### src/design/tsl_pkg.sv
// ----------------------------------------------------------------------------
// tsl_pkg
// Shared types and request codes for the timed sleep lock table.
// ----------------------------------------------------------------------------
`default_nettype none

package tsl_pkg;

  // request codes
  localparam logic [1:0] REQ_SUSPEND = 2'd0;
  localparam logic [1:0] REQ_ALLOW   = 2'd1;
  localparam logic [1:0] REQ_QUERY   = 2'd2;

  // control sequencer states
  typedef enum logic [1:0] {
    ST_IDLE,
    ST_SUS,
    ST_QRY
  } state_t;

endpackage

`default_nettype wire

### src/design/tsl_deadline_mem.sv
// ----------------------------------------------------------------------------
// tsl_deadline_mem
// Deadline store: one write port, one read port, registered read data.
// ----------------------------------------------------------------------------
`default_nettype none

module tsl_deadline_mem #(
  parameter int DEPTH = 8,
  parameter int W     = 32,
  parameter int AW    = 3
) (
  input  wire logic          clk,
  input  wire logic          we,
  input  wire logic [AW-1:0] waddr,
  input  wire logic [W-1:0]  wdata,
  input  wire logic [AW-1:0] raddr,
  output logic      [W-1:0]  rdata
);

  logic [W-1:0] mem [DEPTH];

  always_ff @(posedge clk) begin
    if (we) begin
      mem[waddr] <= wdata;
    end
  end

  always_ff @(posedge clk) begin
    rdata <= mem[raddr];
  end

endmodule

`default_nettype wire

### src/design/tsl_later.sv
// ----------------------------------------------------------------------------
// tsl_later
// Wrap-aware tick compare: a is later than b when a-b is nonzero and positive.
// ----------------------------------------------------------------------------
`default_nettype none

module tsl_later #(
  parameter int W = 32
) (
  input  wire logic [W-1:0] a,
  input  wire logic [W-1:0] b,
  output logic              later
);

  logic [W-1:0] diff;

  assign diff  = a - b;
  assign later = (diff != '0) && !diff[W-1];

endmodule

`default_nettype wire

### src/design/timed_sleep_lock_table_unit.sv
// ----------------------------------------------------------------------------
// timed_sleep_lock_table_unit
// Table of sleep locks: active bit per slot plus a deadline in a memory.
// ----------------------------------------------------------------------------
//
// Channel   Direction  Handshake                 Word
// request   in         start high, busy low      req_type, slot_id, now_ticks,
//                                                hold_period
// result    out        done pulse, one cycle     sleep_allowed, active_mask
//
// Sequencing per word:
//   allow, bad slot, unused code : busy stays low, result on the next cycle.
//   suspend                      : busy in ST_SUS (deadline read, then
//                                  compare and write back).
//   query                        : busy in ST_QRY; the single read port
//                                  of the deadline memory scans one slot
//                                  per cycle.
// Reset (rst, synchronous) clears the active bits and the sequencer; the
// deadline memory is not cleared, an entry is used only while its bit is set.
// The receiver cannot stall: done is high for exactly one cycle per word, and
// a new request may be accepted in that same cycle.
//
`default_nettype none

module timed_sleep_lock_table_unit #(
  parameter int SLOTS     = 8,
  parameter int TIME_BITS = 32
) (
  input  wire logic        clk,
  input  wire logic        rst,
  input  wire logic        start,
  output logic             busy,
  input  wire logic [1:0]  req_type,
  input  wire logic [2:0]  slot_id,
  input  wire logic [31:0] now_ticks,
  input  wire logic [30:0] hold_period,
  output logic             done,
  output logic             sleep_allowed,
  output logic [7:0]       active_mask
);

  import tsl_pkg::*;

  localparam int AW = (SLOTS > 1) ? $clog2(SLOTS) : 1;
  localparam int MW = (SLOTS > 8) ? SLOTS : 8;   // padded mask width

  state_t             state, state_next;
  logic [SLOTS-1:0]   active, active_next;
  logic [AW-1:0]      qidx, qidx_next;           // query scan index
  logic [AW-1:0]      slot_r;                    // addressed slot
  logic [TIME_BITS-1:0] until_r;                 // now + period
  logic [TIME_BITS-1:0] now_r;
  logic               done_next, allow_next;

  // deadline memory ports
  logic                 mem_we;
  logic [AW-1:0]        mem_raddr;
  logic [TIME_BITS-1:0] rd_data;

  logic [TIME_BITS-1:0] cmp_a;
  logic                 is_later;
  logic                 slot_ok;
  logic [AW-1:0]        slot_addr;
  logic [TIME_BITS-1:0] now_in;
  logic [MW-1:0]        act_wide;

  assign busy      = (state != ST_IDLE);
  assign slot_ok   = (32'(slot_id) < SLOTS);
  assign slot_addr = AW'(slot_id);
  assign now_in    = TIME_BITS'(now_ticks);

  tsl_deadline_mem #(
    .DEPTH (SLOTS),
    .W     (TIME_BITS),
    .AW    (AW)
  ) u_mem (
    .clk   (clk),
    .we    (mem_we),
    .waddr (slot_r),
    .wdata (until_r),
    .raddr (mem_raddr),
    .rdata (rd_data)
  );

  // one comparator shared: suspend checks the new deadline, query checks now
  assign cmp_a = (state == ST_QRY) ? now_r : until_r;

  tsl_later #(
    .W (TIME_BITS)
  ) u_later (
    .a     (cmp_a),
    .b     (rd_data),
    .later (is_later)
  );

  always_comb begin
    state_next  = state;
    active_next = active;
    qidx_next   = qidx;
    done_next   = 1'b0;
    allow_next  = 1'b0;
    mem_we      = 1'b0;
    mem_raddr   = slot_addr;
    unique case (state)
      ST_IDLE: begin
        if (start) begin
          case (req_type)
            REQ_SUSPEND: begin
              if (slot_ok) begin
                state_next = ST_SUS;
              end else begin
                done_next = 1'b1;
              end
            end
            REQ_ALLOW: begin
              if (slot_ok) begin
                active_next[slot_addr] = 1'b0;
              end
              done_next = 1'b1;
            end
            REQ_QUERY: begin
              mem_raddr  = '0;
              qidx_next  = '0;
              state_next = ST_QRY;
            end
            default: begin
              done_next = 1'b1;
            end
          endcase
        end
      end
      ST_SUS: begin
        // take the new deadline unless the held one is later or equal
        if (!active[slot_r] || is_later) begin
          mem_we         = 1'b1;
          active_next[slot_r] = 1'b1;
        end
        done_next  = 1'b1;
        state_next = ST_IDLE;
      end
      ST_QRY: begin
        // expire locks whose deadline is strictly behind now
        if (active[qidx] && is_later) begin
          active_next[qidx] = 1'b0;
        end
        mem_raddr = qidx + AW'(1);
        qidx_next = qidx + AW'(1);
        if (qidx == AW'(SLOTS - 1)) begin
          done_next  = 1'b1;
          allow_next = (active_next == '0);
          state_next = ST_IDLE;
        end
      end
      default: begin
        state_next = ST_IDLE;
      end
    endcase
  end

  assign act_wide = MW'(active_next);

  always_ff @(posedge clk) begin
    if (rst) begin
      state  <= ST_IDLE;
      active <= '0;
      qidx   <= '0;
      done   <= 1'b0;
    end else begin
      state  <= state_next;
      active <= active_next;
      qidx   <= qidx_next;
      done   <= done_next;
    end
  end

  // request word and result word registers
  always_ff @(posedge clk) begin
    if (start && !busy) begin
      slot_r  <= slot_addr;
      now_r   <= now_in;
      until_r <= now_in + TIME_BITS'(hold_period);
    end
    if (done_next) begin
      sleep_allowed <= allow_next;
      active_mask   <= act_wide[7:0];
    end
  end

  // --------------------------------------------------------------------------
  // assertions
  // --------------------------------------------------------------------------
  a_done_idle: assert property (@(posedge clk) disable iff (rst)
    done |-> !busy)
    else $error("result strobe while sequencer busy");

  a_allow_empty: assert property (@(posedge clk) disable iff (rst)
    sleep_allowed && done |-> active_mask == 8'd0)
    else $error("sleep allowed with an active lock");

  a_query_busy: assert property (@(posedge clk) disable iff (rst)
    start && !busy && req_type == REQ_QUERY |=> busy)
    else $error("query did not start a scan");

  a_query_no_set: assert property (@(posedge clk) disable iff (rst)
    state == ST_QRY |=> (active & ~$past(active)) == '0)
    else $error("query scan set a lock");

endmodule

`default_nettype wire
### config.mk
export PLATFORM = sky130hd
export DESIGN_NAME = timed_sleep_lock_table_unit
export DESIGN_NICKNAME = d
export VERILOG_FILES = /design/src/design/tsl_pkg.sv /design/src/design/tsl_deadline_mem.sv /design/src/design/tsl_later.sv /design/src/design/timed_sleep_lock_table_unit.sv
export SDC_FILE = /design/constraint.sdc
export NUM_CORES = 1
export LEC_CHECK = 0
export BUFFER_PORTS_ARGS = -buffer_cell sky130_fd_sc_hd__buf_2
export CAP_MARGIN = 20
export CORE_ASPECT_RATIO = 1.5
export CORE_MARGIN = 2
export CORE_UTILIZATION = 51
export DETAILED_ROUTE_END_ITERATION = 8
export PLACE_DENSITY_LB_ADDON = 0.05
export SLEW_MARGIN = 20
export SYNTH_ARGS = -nofsm -noshare
export SYNTH_HDL_FRONTEND = slang
export SYNTH_HIERARCHICAL = 1
export SYNTH_SLANG_ARGS = --single-unit
### constraint.sdc
create_clock -name clk -period 13 [get_ports clk]
set_input_delay 0.65 -clock clk [delete_from_list [all_inputs] [get_ports clk]]
set_output_delay 0.65 -clock clk [all_outputs]
set_load 0.02 [all_outputs]
==> results.toml, run 1 <==
[outcome]
outcome = "finished, final reports clean"

[layout]
drive_gt1_share_pct = 17.8
register_area_sq_um = 10900
antenna_cells = 0
layout.nets = 1527
multiInputGateArea_sq_um = 6700
n_fill_cell = 2913
layout.cells.non_filler = 1893
area_delta_synth_final_pct = 12.2

[grt]
grt_max_degree = 69
use_met3_pct = 2.48
grt_use_met1_pct = 29.9
grt_pass1_wl_um = 66900
use_met2_pct = 45.2
antenna_found_initial = 0
busiest_layer = "met2"
track_usage_pct = 24.5
grt_pass1_vias = 11400
grt_overflow_total = 0

[logic_synthesis]
async_reset_ff_share_pct = 0
synth_ff_type = "edfxtp_1"
synth.top_cell.area_share_pct = 55.4
seq_area_frac_synth_pct = 60.6
synth_fp_nets = 1439
yosys_warnings = 6
netlist_instances = 1302
synth-edff-count = 332
synthTopCellsByArea = "edfxtp_1, mux4_1, dfxtp_1, ha_1, nand2_1"
ys_ff_latch = 378
synth_common_cells = "edfxtp_1, nand2_1, a21oi_1, ha_1, nor2_1"
syn_area_per_cell_sq_um = 13.8
synth_cell_type_count = 84
yosys.area.top_type = "edfxtp_1"
synth_most_common_cell = "edfxtp_1"
synth_area_sq_um = 18000

[clock_tree]
cts_resized = 0
clockRootBuffer = "clkbuf_16"
cts_buffer_depth = 3
cts_setup_buffers = 0
h-tree-depth = 2
clkTransAtPathRegs_ns = 0.07
clock_latency_ns = 0.53
cts_inserted_buffers = 39
cts.sink_count = 378
tritoncts = "yes"
hold_buffers = 0

[run]
cap_violations = 0

[floorplan]
die_w_um = 157
initial_core_util_pct = 51.5
core_area_sq_um = 34900
dieArea_sq_um = 36800
die_h_um = 234
row_count = 84
io_pins = 82

[placed_design]
io_buffer_count = 81
dp_hpwl_um = 30200
placed_cells = 1821
place.gp.congestion = 0.894

[timing]
period_minus_slack_ns = 6.80
rsz0062_at_grt = "no"
finalMaxSlewViolations = 0
finalHoldViolCount = 0
fin_hold_ws_ns = 0.308
tns_ns = 0
fmax_ghz = 0.147
max-slew-margin-rel_pct = 29.0
setup_viol = 0
finClkSkew_ns = 0.0134
fin_crit_sh_pct = 52.3
tightest_slew_ns = 1.06

[route]
drc = 0
wl_um = 44300
first_pass_iters = 5
drt_iter0_drc = 728
detail_route.wl_per_cell_um = 23.4
via_per_inst = 5.86
vias = 11100
ant_nets = 0

[min_path]
min_from = "now_ticks[0]"
hp-class = "input pin to flop"

[worst_setup_path]
crit_type = "flop to flop"
r2r-start = "state[1]$_SDFFE_PP0P_"
path_max_fanout = 39
slowest_delay_ns = 0.77
cp.required_ns = 13.17
cp_cell_sequence = "inv_1, nor2_4, buf_4, nand2_1, nand2_1, ha_1, nand2_1, or3_1, nand2_1, nand3b_1, o31ai_1, a21bo_1, a21oi_1, o21bai_1, mux2_1, a31oi_1, o211a_1, nand2_1, nor3_2, buf_4"
cp-startpoint = "state[1]$_SDFFE_PP0P_"
cpMostUsedCell = "nand2_1"
crit_buf_inv = 3
end_kind = "flop"
cpMaxStageDelayCell = "nor3_2"
crit_arrival_ns = 6.97
critPathLaunchType = "flop"
cpLargestDelayFamily = "simple AND/OR/NAND/NOR gates"

[power]
pwr_density_cell_nw_per_um2 = 155
peakVddDrop_mv = 0.106
p_leak_nw = 7.42
-- sequential cells by signal (all words and copies together), names as in the netlist --
register and flops:
state 2, u_mem/mem 256, active_mask 8, done 1
u_mem/rdata 32, now_r 32, until_r 32, active 8
qidx 3, slot_r 3, sleep_allowed 1
-- logic make-up after synthesis --
logic type	share of synthesized area, %
AO/OA/AOI/OAI	9.14
XOR/XNOR	1.85
adder cells (fa/ha/maj)	4.68
buffers and inverters	2.66
flip-flops	60.6
multiplexers	11.6
AND/OR/NAND/NOR	9.55
-- worst reg2reg max path, cell delays in order (launching register included) --
cell and delay, ns:
dfxtp_1 0.68, inv_1 0.23, nor2_4 0.14, buf_4 0.43, nand2_1 0.16, nand2_1 0.09, ha_1 0.24, nand2_1 0.10
or3_1 0.41, nand2_1 0.11, nand3b_1 0.14, o31ai_1 0.40, a21bo_1 0.20, a21oi_1 0.07, o21bai_1 0.15, mux2_1 0.33
a31oi_1 0.58, o211a_1 0.38, nand2_1 0.26, nor3_2 0.77, buf_4 0.55
-- layout make-up --
type                       instances  share of cell area [%]
clock buffer                      52                    5.49
clock inverter                    19                   0.893
inverter                          52                   0.967
multi-input combinational        823                    33.2
sequential                       378                    54.0
tap                              473                    2.93
timing repair buffer              96                    2.57
-- power by group --
part	internal, mW	switching [mW]	leakage (nW)
clock	0.661	0.455	0.633
sequential	1.39	0.0505	3.42
combinational	0.224	0.340	3.36
-- worst paths after layout --
| kind | end | slack, ns | depth (start not counted) |
|---|---|---|---|
| worst max-delay path | u_mem/mem[4][13]$_DFFE_PP_ | 6.20 | 20 |
| worst min-delay path | now_r[0]$_DFFE_PP_ | 0.31 | 1 |
| worst max register to register | u_mem/mem[4][13]$_DFFE_PP_ | 6.20 | 20 |
| worst min register to register | active[1]$_SDFF_PP0_ | 0.56 | 2 |
-- metrics by stage --
stage | cell area, sq um | util [%] | setup slack (ns) | power, mW
after global placement | 18900 | 54.1 | 6.47 | 2.03
after CTS | 20200 | 57.8 | 6.19 | 3.14
after global routing | 20200 | 57.8 | 5.74 | 3.25
after floorplan | 18000 | - | 6.52 | 1.86
final | 20200 | 57.8 | 6.20 | 3.12
after detailed placement | 18900 | 54.1 | 6.21 | 2.03
-- layer usage --
metal	wire, um	up-vias
li1	-	5207
met1	18100	5554
met2	23500	242
met3	1340	83
met4	1360	0
met5	0	-
-- layout by cell type, fill, tap and decap left out, types with 34 or more instances in the layout --
cell	count
nor2_1	53
buf_2	81
mux2_2	34
clkbuf_16	41
a21oi_1	91
ha_1	64
nand2_1	161
o21ai_0	38
inv_1	51
edfxtp_1	332
mux4_1	40
dfxtp_1	46
No activity file was read; power rests on OpenSTA's default activity.
==> inputs of run 2 (changes only) <==
- ABC_AREA: default -> 1
- clock period: 13 -> 6.66 ns (I/O delays scaled with it)
==> run 2 against run 1 <==
Net effect: die area is 14% higher; synthesized cell count rose by 92%; largest cell class unchanged; count of clock-buffer cells in the layout is 2 lower; register-to-register slack worse by 5.3 ns; cell count up 65%; largest power group unchanged; sequential power rose by 97%; clock power grew 87%; setup slack worse by 5.3 ns; power up 100%; non-clock buffer count up 28; combinational power rose to 2.5 times the previous value; via count grew 45%.
==> results.toml, run 2 <==
[floorplan]
io_pins = 82
dieArea_sq_um = 41800
row_count = 89
initial_core_util_pct = 51.9
core_area_sq_um = 39400
die_w_um = 168
die_h_um = 249

[clock_tree]
cts_inserted_buffers = 38
clockRootBuffer = "clkbuf_16"
h-tree-depth = 2
cts_buffer_depth = 3
cts_setup_buffers = 0
cts_resized = 0
cts.sink_count = 378
clock_latency_ns = 0.54
tritoncts = "yes"
clkTransAtPathRegs_ns = 0.06

[run]
cap_violations = 0

[min_path]
hp-class = "input pin to flop"
hold_depth = 1

[layout]
top_register = "u_mem/mem"
layout.nets = 2738
antenna_cells = 0
final_cell_mix = "nand2_1, inv_1, edfxtp_1"
largest_reg_flops = 256
utilization_pct = 57.9
final_area_sq_um = 22800
area_delta_synth_final_pct = 11.5
drive_gt1_share_pct = 8.29
final_common_cell = "nand2_1"

[outcome]
outcome = "finished, final reports clean"

[worst_setup_path]
ff2ff_path_depth = 27
path_max_fanout = 33
critPathLaunchType = "flop"
end_kind = "flop"
crit_type = "flop to flop"
crit_arrival_ns = 5.99
cp.required_ns = 6.89

[timing]
max-slew-margin-rel_pct = 37.2
fin_crit_sh_pct = 86.5
fmax_ghz = 0.174
finalMaxSlewViolations = 0
setup_ws_ns = 0.899
rsz0062_at_grt = "no"
finalHoldViolCount = 0
period_minus_slack_ns = 5.76
tns_ns = 0
tightest_slew_ns = 0.941
setup_viol = 0
finClkSkew_ns = 0.0283

[logic_synthesis]
ys_ff_latch = 378
synth_ff_type = "edfxtp_1"
yosys_warnings = 6
synth_cell_type_count = 43
synthTopCellsByArea = "edfxtp_1, nand2_1, inv_1, nand3_1, dfxtp_1"
synth_common_cells = "nand2_1, inv_1, edfxtp_1, nand3_1, nor2_1"
async_reset_ff_share_pct = 0
synth_most_common_cell = "nand2_1"
synth.top_cell.area_share_pct = 48.7
yosys.area.top_type = "edfxtp_1"
seq_area_frac_synth_pct = 53.2
netlist_instances = 2497
synth-edff-count = 332
synth_area_sq_um = 20500
synth_fp_nets = 2634
syn_area_per_cell_sq_um = 8.20

[power]
p_leak_nw = 11.1
peakVddDrop_mv = 0.219
total_power_mw = 6.35
pwr_density_cell_nw_per_um2 = 278

[placed_design]
io_buffer_count = 81
place.gp.congestion = 0.954
dpl_cell_area_sq_um = 21400
dpl_worst_slack_ns = 0.943
dp_hpwl_um = 39800

[route]
vias = 16100
first_pass_iters = 5
detail_route.wl_per_cell_um = 17.9
via_per_inst = 5.14
wl_um = 55900
ant_nets = 0
drt_iter0_drc = 1093
drc = 0

[grt]
track_usage_pct = 27.3
grt_max_degree = 83
grt_overflow_total = 0
grt_pass1_wl_um = 87500
antenna_found_initial = 0
grt_pass1_vias = 16000
-- run 2: changes by cell type in the layout (fill, tap and decap cells not counted), sizes merged, moves of 23 or more --
cell	previous run	this run
inv	53	498
a21oi	92	60
xnor2	26	3
mux2	35	0
nor2	61	130
mux4	65	0
dlygate4sd3	0	24
nand3	23	207
nand2	163	952
-- run 2: metal layers --
layer | global-route usage, % | share of wire, % | up-vias
li1 | - | - | 8043
met5 | 0 | 0 | -
met2 | 48.6 | 50 | 457
met1 | 33.4 | 41 | 7487
met3 | 2.97 | 4.7 | 114
met4 | 11.7 | 4.2 | 0
-- run 2: layout make-up --
cell class              instances  area [sq um]
clock inverters                19           175
inverters                     500          1880
flip-flops and latches        378         10900
clock buffers                  50          1030
repair buffers                124           788
fillers                      3628         16600
multi-input cells            1559          7420
well taps                     500           626
-- run 2: path summary, 6_finish.rpt --
path	from	endpoint	slack, ns
max reg2reg	state[1]$_SDFFE_PP0P_	u_mem/mem[1][24]$_DFFE_PP_	0.90
min	now_ticks[6]	now_r[6]$_DFFE_PP_	0.02
min reg2reg	qidx[1]$_SDFFE_PP0P_	qidx[1]$_SDFFE_PP0P_	0.61
max	state[1]$_SDFFE_PP0P_	u_mem/mem[1][24]$_DFFE_PP_	0.90
-- run 2: stage by stage --
step,hold WS (ns),std cells
2_1_floorplan,0.411,2497
3_3_place_gp,0.529,3037
3_5_place_dp,0.530,3037
4_1_cts,0.00173,3130
5_1_grt,0.00477,3130
6_report,0.0212,3130
-- run 2: kinds of logic after synthesis --
logic type | Yosys count | share of synthesized area [%]
simple gates | 1346 | 27.2
buf+inv | 560 | 11.0
flops | 378 | 53.2
compound gates | 119 | 3.28
fa+ha+maj | 66 | 4.11
xor+xnor | 28 | 1.20
-- run 2: report_power, final --
part	total, mW	switching (mW)	leakage [nW]	internal [mW]
Combinational	1.43	0.978	7.07	0.452
Clock	2.09	0.880	0.574	1.21
Sequential	2.83	0.109	3.42	2.72
Total	6.35	1.97	11.1	4.38
-- run 2: timing repair --
item | in CTS | in global routing
endpoints found under the hold margin | 24 | 0
endpoints found under the setup margin | 0 | 0
hold buffers | 24 | 0
-- run 2: worst max-delay path, cell delays in order, from the launching register on --
cell	delay (ns)
dfxtp_1	0.39
inv_1	0.11
nor2_4	0.42
inv_2	0.43
nand2_1	0.15
nand2_1	0.11
ha_1	0.41
nand2_1	0.16
inv_2	0.09
nand2_2	0.07
nor3_2	0.23
nand2_1	0.12
nand2_1	0.15
nand2_1	0.09
nand2_1	0.07
nand2_1	0.05
nand2_1	0.05
nor2_1	0.04
nand2_1	0.08
nor2_1	0.04
nand3_1	0.06
nand2_1	0.17
inv_1	0.27
o21bai_1	0.17
and2_1	0.17
nand2_1	0.23
nor2_4	0.80
buf_4	0.28
==> inputs of run 3 (changes only) <==
- MAX_ROUTING_LAYER: default -> met4
==> run 3 against run 2 <==
Net effect: sequential cell count stayed put; critical path depth unchanged; sequential power about the same; sequential share of layout area hardly changed; count of clock-buffer cells in the layout is 5 higher; core utilization hardly changed; via count down 0.65%; maximum frequency rose by 5.8%; first-iteration DRC count is 2.4% lower; largest power group unchanged.
==> results.toml, run 3 (synthesis gave the netlist of run 2 again) <==
[outcome]
outcome = "finished, final reports clean"

[layout]
final_cell_mix = "nand2_1, inv_1, edfxtp_1"
multiInputGateArea_sq_um = 7420
antenna_cells = 0
n_fill_cell = 3680
largest_reg_flops = 256
register_area_sq_um = 10900
final_common_cell = "nand2_1"
utilization_pct = 57.8
layout.cells.non_filler = 3122
drive_gt1_share_pct = 8.35
layout.nets = 2730
top_register = "u_mem/mem"
area_delta_synth_final_pct = 11.4

[clock_tree]
tritoncts = "yes"
cts_inserted_buffers = 38
cts_resized = 0
clockRootBuffer = "clkbuf_16"
h-tree-depth = 2
cts.sink_count = 378
clock_latency_ns = 0.54
cts_buffer_depth = 3
clkTransAtPathRegs_ns = 0.06

[timing]
max-slew-margin-rel_pct = 37.3
setup_viol = 0
fin_crit_sh_pct = 81.7
period_minus_slack_ns = 5.44
fin_hold_ws_ns = 0.0259
fmax_ghz = 0.184
finalHoldViolCount = 0
setup_ws_ns = 1.22
finClkSkew_ns = 0.0205
tns_ns = 0
tightest_slew_ns = 0.940
finalMaxSlewViolations = 0
rsz0062_at_grt = "no"

[grt]
track_usage_pct = 28.1
grt_pass1_vias = 15800
grt_pass1_wl_um = 87200
antenna_found_initial = 0
grt_max_degree = 84
grt_overflow_total = 0

[worst_setup_path]
r2r-end = "u_mem/mem[6][28]$_DFFE_PP_"
endpoint = "u_mem/mem[6][28]$_DFFE_PP_"
end_kind = "flop"
critPathLaunchType = "flop"
cp.required_ns = 6.85
cpMaxStageDelayCell = "nor2_4"
crit_arrival_ns = 5.64
slowest_delay_ns = 0.50
rrSetupSlack_ns = 1.22
ff2ff_path_depth = 27
crit_buf_inv = 5
r2r-start = "state[1]$_SDFFE_PP0P_"
path_max_fanout = 32
cpLargestDelayFamily = "simple AND/OR/NAND/NOR gates"
cp-startpoint = "state[1]$_SDFFE_PP0P_"
crit_cells = 27
cpMostUsedCell = "nand2_1"
crit_type = "flop to flop"

[power]
seqPwrFrac_pct = 43.9
p_leak_nw = 11.1
p_int_mw = 4.48
clockPowerShare_pct = 33.9
switchingPower_mw = 1.97
peakVddDrop_mv = 0.226
switching_share_pct = 30.6
pwr_density_cell_nw_per_um2 = 283
comb_power_share_pct = 22.2

[placed_design]
dp_hpwl_um = 40400
dpl_worst_slack_ns = 1.28
io_buffer_count = 81
placed_cells = 3036
place.gp.congestion = 1.00

[run]
cap_violations = 0

[floorplan]
dieArea_sq_um = 41800
die_h_um = 249
core_area_sq_um = 39400
initial_core_util_pct = 51.9
row_count = 89
io_pins = 82
die_w_um = 168

[route]
ant_nets = 0
detail_route.wl_per_cell_um = 18.0
via_per_inst = 5.12
drt_iter0_drc = 1067
vias = 16000
first_pass_iters = 7
wl_um = 56300
drc = 0

[min_path]
hp-class = "input pin to flop"
## run 3: cell types whose count changed in the layout (fill, tap and decap cells not counted)
cell and delta:
clkinv_4 +1, clkbuf_1 +4, clkinvlp_4 -2, bufinv_16 +2, clkbuf_8 +1, clkinv_1 -6, clkinv_2 -1, inv_6 +1
dlygate4sd3_1 -7, buf_4 -1
## run 3: worst min-delay path by stage
stage | startpoint | endpoint | slack, ns | depth (start not counted)
2_1_floorplan | req_type[0] | state[0]$_SDFFE_PP0P_ | 0.41 | 1
4_1_cts | now_ticks[25] | now_r[25]$_DFFE_PP_ | 0.001 | 1
5_1_grt | now_ticks[6] | now_r[6]$_DFFE_PP_ | 0.01 | 1
3_5_place_dp | now_ticks[13] | now_r[13]$_DFFE_PP_ | 0.53 | 1
3_3_place_gp | now_ticks[12] | now_r[12]$_DFFE_PP_ | 0.53 | 1
6_report | now_ticks[7] | now_r[7]$_DFFE_PP_ | 0.03 | 1
## run 3: per-layer routing
metal | wire length [um] | vias up | GRT usage [%]
li1 | - | 8019 | -
met1 | 23300 | 7428 | 34.2
met2 | 28200 | 438 | 48.1
met3 | 2530 | 111 | 2.65
met4 | 2270 | 0 | 11.4
met5 | 0 | - | -
## run 3: power by group through the flow
stage | Sequential [mW] | Combinational (mW) | Clock (mW)
CTS | 2.83 | 1.43 | 2.22
detailed placement | 2.88 | 1.42 | 0
finish | 2.83 | 1.43 | 2.18
floorplan | 2.83 | 1.03 | 0
global route | 2.84 | 1.62 | 2.31
global placement | 2.88 | 1.42 | 0
## run 3: final cells by class
| cell class | count | share of cell area [%] |
|---|---|---|
| multi-input cells | 1559 | 32.6 |
| inverters | 500 | 8.26 |
| repair buffers | 116 | 3.12 |
| well taps | 500 | 2.74 |
| flip-flops and latches | 378 | 47.8 |
| clock buffers | 55 | 4.63 |
| clock inverters | 14 | 0.922 |
## run 3: stage by stage
step                instance area [sq um]  power [mW]
floorplan                           20500        3.85
global placement                    21400        4.30
detailed placement                  21400        4.30
CTS                                 22800        6.49
global route                        22800        6.77
finish                              22800        6.45
## run 3: what timing repair did
action / 4_1_cts / 5_1_grt
endpoints found under the hold margin: 17 / 0
setup buffers: 0 / 0
hold buffers: 17 / 0
endpoints found under the setup margin: 0 / 0
